[src/design/iadc_pkg.sv]
// Package for the integer ALU with divide check.
// Command and status codes plus the per-stage transaction record; no dependencies.
package iadc_pkg;

  typedef enum logic [2:0] {
    CMD_ADD = 3'd0,
    CMD_SUB = 3'd1,
    CMD_MUL = 3'd2,
    CMD_DIV = 3'd3,
    CMD_MOD = 3'd4
  } cmd_e;

  typedef enum logic [1:0] {
    ST_OK       = 2'd0,
    ST_DIV_ZERO = 2'd1,
    ST_MOD_ZERO = 2'd2,
    ST_BAD_CMD  = 2'd3
  } status_e;

  // Control that rides along with each transaction through the divider cells.
  typedef struct packed {
    logic    vld;
    logic    is_div;  // divide or modulo: result comes from the cells
    logic    is_mod;
    logic    neg_q;
    logic    neg_r;
    status_e status;
  } ctl_t;

endpackage

[src/design/iadc_div_cell.sv]
// One restoring-division cell: resolves one quotient bit per transaction.
// Depends on iadc_pkg for the control record.
module iadc_div_cell #(
  parameter int W = 32
) (
  input  logic            clk_i,
  input  logic            rst_ni,
  input  iadc_pkg::ctl_t  ctl_i,
  input  logic [W-1:0]    rem_i,   // partial remainder
  input  logic [W-1:0]    quo_i,   // dividend bits shifting out / quotient in
  input  logic [W-1:0]    den_i,
  input  logic [W-1:0]    res_i,   // non-divide result carried along
  output iadc_pkg::ctl_t  ctl_o,
  output logic [W-1:0]    rem_o,
  output logic [W-1:0]    quo_o,
  output logic [W-1:0]    den_o,
  output logic [W-1:0]    res_o
);

  logic [W:0]   trial;
  logic [W:0]   diff;
  logic         take;
  logic [W-1:0] rem_d;

  always_comb begin
    trial = {rem_i, quo_i[W-1]};
    diff  = trial - {1'b0, den_i};
    take  = ~diff[W];
    rem_d = take ? diff[W-1:0] : trial[W-1:0];
  end

  always_ff @(posedge clk_i or negedge rst_ni) begin
    if (!rst_ni) begin
      ctl_o <= '0;
    end else begin
      ctl_o <= ctl_i;
    end
  end

  always_ff @(posedge clk_i) begin
    rem_o <= rem_d;
    quo_o <= {quo_i[W-2:0], take};
    den_o <= den_i;
    res_o <= res_i;
  end

endmodule

[config.mk]
export PLATFORM = sky130hd
export DESIGN_NAME = iadc_div_cell
export DESIGN_NICKNAME = d
export VERILOG_FILES = /design/src/design/iadc_pkg.sv /design/src/design/iadc_div_cell.sv
export SDC_FILE = /design/constraint.sdc
export NUM_CORES = 1
export LEC_CHECK = 0
export ABC_CLOCK_PERIOD_IN_PS = 800
export BUFFER_PORTS_ARGS = -buffer_cell sky130_fd_sc_hd__buf_4
export CAP_MARGIN = 20
export CELL_PAD_IN_SITES_DETAIL_PLACEMENT = 0
export CELL_PAD_IN_SITES_GLOBAL_PLACEMENT = 2
export CORE_MARGIN = 8
export CORE_UTILIZATION = 25
export DETAILED_ROUTE_END_ITERATION = 7
export GPL_TIMING_DRIVEN = 0
export HOLD_SLACK_MARGIN = 0.08
export PLACE_DENSITY = 0.78
export SYNTH_ARGS = -nofsm -noshare
export SYNTH_HDL_FRONTEND = slang
export SYNTH_SLANG_ARGS = --single-unit
[constraint.sdc]
create_clock -name clk_i -period 0.8 [get_ports clk_i]
set_clock_uncertainty 0.2 [all_clocks]
set_input_delay 0.04 -clock clk_i [delete_from_list [all_inputs] [get_ports clk_i]]
set_output_delay 0.04 -clock clk_i [all_outputs]
set_load 0.01 [all_outputs]
==> results of run 1 <==
==> cell type report <==
type / count / area share
multi-input cells: 303 / 0.240
repair buffers: 397 / 0.365
flip-flops and latches: 135 / 0.278
well taps: 270 / 0.0324
clock buffers: 18 / 0.0412
plain buffers: 8 / 0.00745
inverters: 42 / 0.0173
clock inverters: 14 / 0.0181
==> worst min-delay path by stage <==
stage / start / endpoint / slack [ns]
detailed placement: rst_ni / ctl_o[3] / -0.34
global placement: rst_ni / ctl_o[0] / -0.35
finish: den_i[0] / den_o[0] / -0.47
CTS: den_i[13] / den_o[13] / -0.49
global route: den_i[0] / den_o[0] / -0.50
floorplan: rst_ni / ctl_o[0] / -0.46
==> power groups by stage <==
stage	Combinational [W]	Clock, W	Sequential (W)
after floorplan	0.00196	0	0.00802
after global placement	0.00448	0	0.00769
after detailed placement	0.00449	0	0.00770
after CTS	0.00577	0.00850	0.00776
after global routing	0.00624	0.00892	0.00785
final	0.00579	0.00833	0.00780
==> metrics by stage <==
step           hold WS (ns)  area (um^2)
6_report             -0.469        10400
5_1_grt              -0.498        10400
4_1_cts              -0.493        10200
3_5_place_dp         -0.345         7660
3_3_place_gp         -0.350         7660
2_1_floorplan        -0.456         5290
==> synth_stat cells, types with 2 or more instances <==
cell type,number,share of area
a211oi_1,4,0.0058
a21boi_0,2,0.0029
a21o_1,15,0.022
a21oi_1,34,0.033
a31oi_1,2,0.0024
and2_1,3,0.0036
and3_1,6,0.0072
and4_1,2,0.0034
buf_6,3,0.0065
clkbuf_1,11,0.0080
dfrtp_1,7,0.034
dfxtp_1,128,0.49
ha_1,32,0.077
inv_1,41,0.030
mux2_4,18,0.052
nand2_1,44,0.032
nand2b_1,5,0.0060
nand3_1,11,0.011
nand4_1,7,0.0084
nor2_1,16,0.012
nor2b_1,5,0.0060
nor3_1,4,0.0039
o2111ai_1,2,0.0034
o211ai_1,8,0.012
o21a_1,6,0.0087
o21ai_0,24,0.023
o21bai_1,5,0.0072
o31ai_1,5,0.0072
o41ai_1,2,0.0034
xnor2_1,14,0.024
xor2_1,10,0.017
==> critical path, stage by stage <==
cell	delay (ns)
buf_8	0.10
ha_4	0.26
a21oi_4	0.15
o211ai_1	0.11
a221o_1	0.34
a211o_1	0.31
o21a_1	0.25
o211ai_4	0.23
inv_4	0.08
buf_12	0.16
mux2_4	0.30
==> state kept, by name, indices dropped and copies added, names as in the netlist <==
signal and cells:
den_o 32, quo_o 32, ctl_o 7, res_o 32, rem_o 32
==> cell families (layout without fill, tap and decap cells) <==
logic type               count (synthesis)  after routing  synth area share
flip-flops                             135            135             0.527
adder cells (fa/ha/maj)                 33             33            0.0810
buffers and inverters                   57            479            0.0458
XOR/XNOR                                24             24            0.0405
AND/OR/NAND/NOR                        108            108            0.0998
multiplexers                            18             18            0.0521
AO/OA/AOI/OAI                          120            120             0.154
==> per-layer routing <==
layer	wire, um	part of all wire	track usage
met5	0	0	0
met4	187	0.0088	0.0370
met3	1410	0.066	0.0566
met2	10700	0.50	0.280
met1	9030	0.42	0.186
==> repair_timing <==
action	CTS	global route
setup buffers	23	3
pin swaps	18	12
hold buffers	90	10
setup endpoints to repair	168	168
cloned	1	0
gates resized for setup	270	63
endpoints found under the hold margin	142	116
==> reports/qor.csv, run 1 <==
stage;metric;value;unit
hold_path;worstHoldPathType;input port to flop;
timing;layout_min_cycle_time;2.25;ns
timing;drv_slew;0;
clock_tree;cts_tree;done;
power;ir_worst_vdd;1.38;mV
final_layout;fillerInstances;1835;
power;switchingPower;0.00608;W
power;p_seq_frac;0.356;
floorplan;ioPinCount;272;
synth;synth_async_sr_flop_share;0.0519;
setup_path;cp-start-kind;input port;
power;finalPower;0.0219;W
setup_path;cp.arrival;2.35;ns
final_layout;fin_util;0.513;
floorplan;core-area;0.0203;mm^2
clock_tree;clockBufferDepth;2;
synth;synth_seq_cells;135;
timing;setup_viol;168;
clock_tree;cts_num_sinks;135;
clock_tree;h-tree-depth;4;
global_routing;track_usage;0.161;
routing;wirelength;21.3;mm
routing;via_per_inst;4.34;
clock_tree;cts_buffers;17;
routing;antenna_left;0;
routing;wire_per_inst;18.0;um
timing;rsz0062_at_grt;true;
outcome;status;complete, but fails checks;
power;clockPowerShare;0.380;
setup_path;setup.worst_path.start;rem_i[15];
synth;syn_area;0.00519;mm^2
setup_path;cp-end-kind;flop;
global_routing;grt_overflow;0;
placement;dp.cells;1036;
timing;worst_pin_slew;0.555;ns
setup_path;crit_required;0.90;ns
placement;place_ws;-2.68;ns
synth;syn_area_per_cell;10.5;um^2
global_routing;antenna_found_initial;0;
timing;hold_ws;-0.469;ns
routing;drt-initial-drc-count;238;
synth;syn_nets;665;
run;cap_violations;0;
floorplan;die_x;160;um
final_layout;syn2layout_area_growth;101;%
timing;layout_setup_ws;-1.45;ns
routing;drc;0;
routing;drt_pre_antenna_iters;4;
synth;synthFlopType;dfxtp_1;
placement;hpwl;15.4;mm
clock_tree;cts_root_buf;clkbuf_16;
timing;hold_violations;42;
timing;finalCritPeriodShare;2.82;
power;p_leak;4.79;nW
final_layout;final_cell_mix;buf_4, buf_6, dfxtp_2;
timing;tns;-85.15;ns
global_routing;grt_pass1_wl;32.4;mm
power;p_int;0.0158;W
floorplan;row_count;52;
synth;yosysWarnings;0;
floorplan;dieArea;0.0256;mm^2
placement;io_buffers;271;
final_layout;multi_input_area;0.00250;mm^2
setup_path;cp_max_fo;10;
placement;place.gp.congestion;0.827;
final_layout;diodes;0;
timing;relSlewSlack;0.629;
power;sw_frac_of_total;0.277;
final_layout;stdcell_count;1187;
synth;synth-edff-count;0;
outcome;violations;negative hold slack, negative setup slack;
final_layout;regArea;0.00289;mm^2
setup_path;crit_type;input port to flop;
synth;yosysSeqAreaShare;0.527;
synth;synth_cell_types;50;
hold_path;hold_path_depth;1;
final_layout;nNetsFinal;1074;
setup_path;endpoint;rem_o[19];
power;comb_power_share;0.264;
timing;timing.fmax;444;MHz
global_routing;grt_max_degree;17;
clock_tree;cts.clk_slew.worst_paths;0.06;ns
floorplan;die_h;160;um
routing;vias;5155;
final_layout;layout_commonest_cell;buf_4;
power;p_per_area;2110;mW/mm^2
floorplan;start_util;0.256;
synth;netlist_instances;495;
final_layout;drive_gt1_frac;0.569;
global_routing;grt_pass1_vias;5601;
(Power assumes the default switching activity.)
==> run 2: changes to the inputs <==
--- a/config.mk
+++ b/config.mk
@@ -15,7 +15,7 @@
 export DETAILED_ROUTE_END_ITERATION = 7
 export GPL_TIMING_DRIVEN = 0
 export HOLD_SLACK_MARGIN = 0.08
-export PLACE_DENSITY = 0.78
+export PLACE_DENSITY_LB_ADDON = 0.05
 export SYNTH_ARGS = -nofsm -noshare
 export SYNTH_HDL_FRONTEND = slang
 export SYNTH_SLANG_ARGS = --single-unit
==> run 2 against run 1 <==
The run still ends with negative hold slack, negative setup slack left. Sequential share of layout area barely moved. Flip-flop and latch count did not move. Die area did not move. Maximum frequency fell by 0.84%. Critical path depth rose by 1. Count of clock-buffer cells in the layout did not move. Power rose by 0.15%. Cell count rose by 0.25%. Wire length rose by 6.7%. Critical endpoint is now rem_o[20]. Highest routed layer is now met5.
==> reports/qor.csv, run 2 (synthesized netlist as in run 1, its figures left out) <==
stage;metric;value;unit;change
setup_path;cp-end-kind;flop;;
final_layout;multi_input_area;0.00247;mm^2;-1.4%
final_layout;fillerInstances;1782;;-2.9%
final_layout;drive_gt1_frac;0.561;;-0.00838
placement;place_ws;-2.56;ns;+0.124 ns
final_layout;layout_commonest_cell;buf_4;;
timing;setup_viol;168;;unchanged
routing;drc;0;;unchanged
power;p_seq_frac;0.355;;about the same
clock_tree;h-tree-depth;4;;unchanged
placement;io_buffers;271;;unchanged
timing;hold_ws;-0.468;ns;+0.000548 ns
timing;layout_setup_ws;-1.47;ns;-0.0192 ns
timing;worst_pin_slew;0.444;ns;-0.110 ns
timing;tns;-86.04;ns;-0.894 ns
placement;hpwl;16.5;mm;+7.2%
placement;place.gp.congestion;0.869;;+5.1%
clock_tree;clockBufferDepth;2;;unchanged
routing;via_per_inst;4.40;;+1.3%
power;p_int;0.0158;W;-0.36%
floorplan;ioPinCount;272;;unchanged
setup_path;setup.worst_path.start;den_i[16];;
routing;vias;5235;;+1.6%
timing;hold_violations;37;;-12%
power;comb_power_share;0.266;;+0.002
global_routing;grt_overflow;0;;unchanged
setup_path;cp-start-kind;input port;;
global_routing;grt_max_degree;17;;unchanged
power;p_leak;4.82;nW;+0.55%
setup_path;crit_type;input port to flop;;
routing;antenna_left;0;;unchanged
timing;finalCritPeriodShare;2.84;;+0.0240
setup_path;critPathTopFamily;compound AO/OA/AOI/OAI gates;;
clock_tree;cts_tree;done;;
outcome;violations;negative hold slack, negative setup slack;;
global_routing;antenna_found_initial;1;;+1
floorplan;start_util;0.256;;unchanged
clock_tree;cts_root_buf;clkbuf_16;;
floorplan;core-area;0.0203;mm^2;unchanged
setup_path;cp_max_fo;10;;unchanged
power;switchingPower;0.00617;W;+1.5%
setup_path;critical_path_buf_inv_count;4;;+1
power;ir_worst_vdd;1.13;mV;-18%
final_layout;final_cell_mix;buf_4, buf_6, dfxtp_2;;
final_layout;regArea;0.00290;mm^2;+0.13%
routing;drt_pre_antenna_iters;5;;+1
setup_path;cpPeakStageDelay;0.38;ns;+0.04 ns
clock_tree;cts_num_sinks;135;;unchanged
timing;rsz0062_at_grt;true;;
timing;relSlewSlack;0.701;;+0.0712
final_layout;nNetsFinal;1077;;+0.28%
clock_tree;cts.clk_slew.worst_paths;0.07;ns;about the same
setup_path;critical_path_depth;12;;+1
hold_path;worstHoldPathType;input port to flop;;
setup_path;endpoint;rem_o[20];;
timing;drv_slew;0;;unchanged
run;cap_violations;0;;unchanged
setup_path;crit_required;0.90;ns;about the same
timing;timing.fmax;440;MHz;-0.84%
floorplan;row_count;52;;unchanged
routing;drt-initial-drc-count;260;;+9.2%
final_layout;diodes;0;;unchanged
global_routing;grt_pass1_wl;33.7;mm;+4.0%
timing;layout_min_cycle_time;2.27;ns;+0.0192 ns
global_routing;grt_pass1_vias;5497;;-1.9%
routing;wire_per_inst;19.1;um;+6.4%
power;p_per_area;2100;mW/mm^2;-0.13%
routing;wirelength;22.8;mm;+6.7%
outcome;status;complete, but fails checks;;
final_layout;syn2layout_area_growth;101;%;
global_routing;track_usage;0.171;;+0.00993
setup_path;cp.arrival;2.38;ns;+0.03 ns
floorplan;dieArea;0.0256;mm^2;unchanged
power;clockPowerShare;0.379;;about the same
setup_path;worstPathCellList;buf_12 > inv_12 > ha_4 > a21oi_4 > o211ai_1 > a221o_1 > a211o_1 > o211ai_1 > o211ai_4 > inv_4 > buf_12 > mux2_4;;
setup_path;critPathSlowestCell;a221o_1;;
power;sw_frac_of_total;0.281;;+0.00370
clock_tree;cts_buffers;17;;unchanged
floorplan;die_h;160;um;unchanged
floorplan;die_x;160;um;unchanged
==> run 2: through the flow <==
| step | utilization | total power (W) | instances | cell area [um^2] |
|---|---|---|---|---|
| global placement | 0.377 | 0.0122 | 1036 | 7660 |
| floorplan | - | 0.00997 | 495 | 5290 |
| global route | 0.514 | 0.0230 | 1190 | 10400 |
| detailed placement | 0.377 | 0.0122 | 1036 | 7660 |
| finish | 0.514 | 0.0220 | 1190 | 10400 |
| CTS | 0.502 | 0.0221 | 1176 | 10200 |
==> run 2: worst min-delay path by stage <==
| stage | startpoint | endpoint | depth (start not counted) |
|---|---|---|---|
| floorplan | rst_ni | ctl_o[0] | 0 |
| global placement | rst_ni | ctl_o[0] | 1 |
| detailed placement | rst_ni | ctl_o[5] | 1 |
| CTS | den_i[0] | den_o[0] | 1 |
| global route | den_i[0] | den_o[0] | 1 |
| finish | den_i[0] | den_o[0] | 1 |
==> run 2: cell type report <==
type,count,share of cell area
tap,270,0.0324
clock buffer,18,0.0431
timing repair buffer,400,0.369
clock inverter,14,0.0170
buffer,8,0.00791
multi-input combinational,303,0.236
sequential,135,0.277
inverter,42,0.0173
==> run 2: power groups by stage <==
stage | combinational, W | clock (W) | sequential [W]
global route | 0.00628 | 0.00890 | 0.00786
floorplan | 0.00196 | 0 | 0.00802
detailed placement | 0.00453 | 0 | 0.00770
global placement | 0.00453 | 0 | 0.00769
CTS | 0.00574 | 0.00860 | 0.00777
finish | 0.00584 | 0.00831 | 0.00780
==> run 2: repair_timing <==
action / CTS / global route
hold buffers: 92 / 13
pin swaps: 20 / 20
gates resized for setup: 278 / 48
endpoints found under the setup margin: 168 / 168
hold endpoints to repair: 142 / 94
gates cloned: 1 / 1
buffers inserted: 21 / 2
==> run 2: per-layer routing <==
layer | global-route usage | up-vias | part of all wire
met2 | 0.300 | 195 | 0.50
met5 | 0 | - | 0.00057
met4 | 0.0374 | 2 | 0.011
met1 | 0.198 | 2479 | 0.42
met3 | 0.0576 | 16 | 0.066
li1 | - | 2543 | -
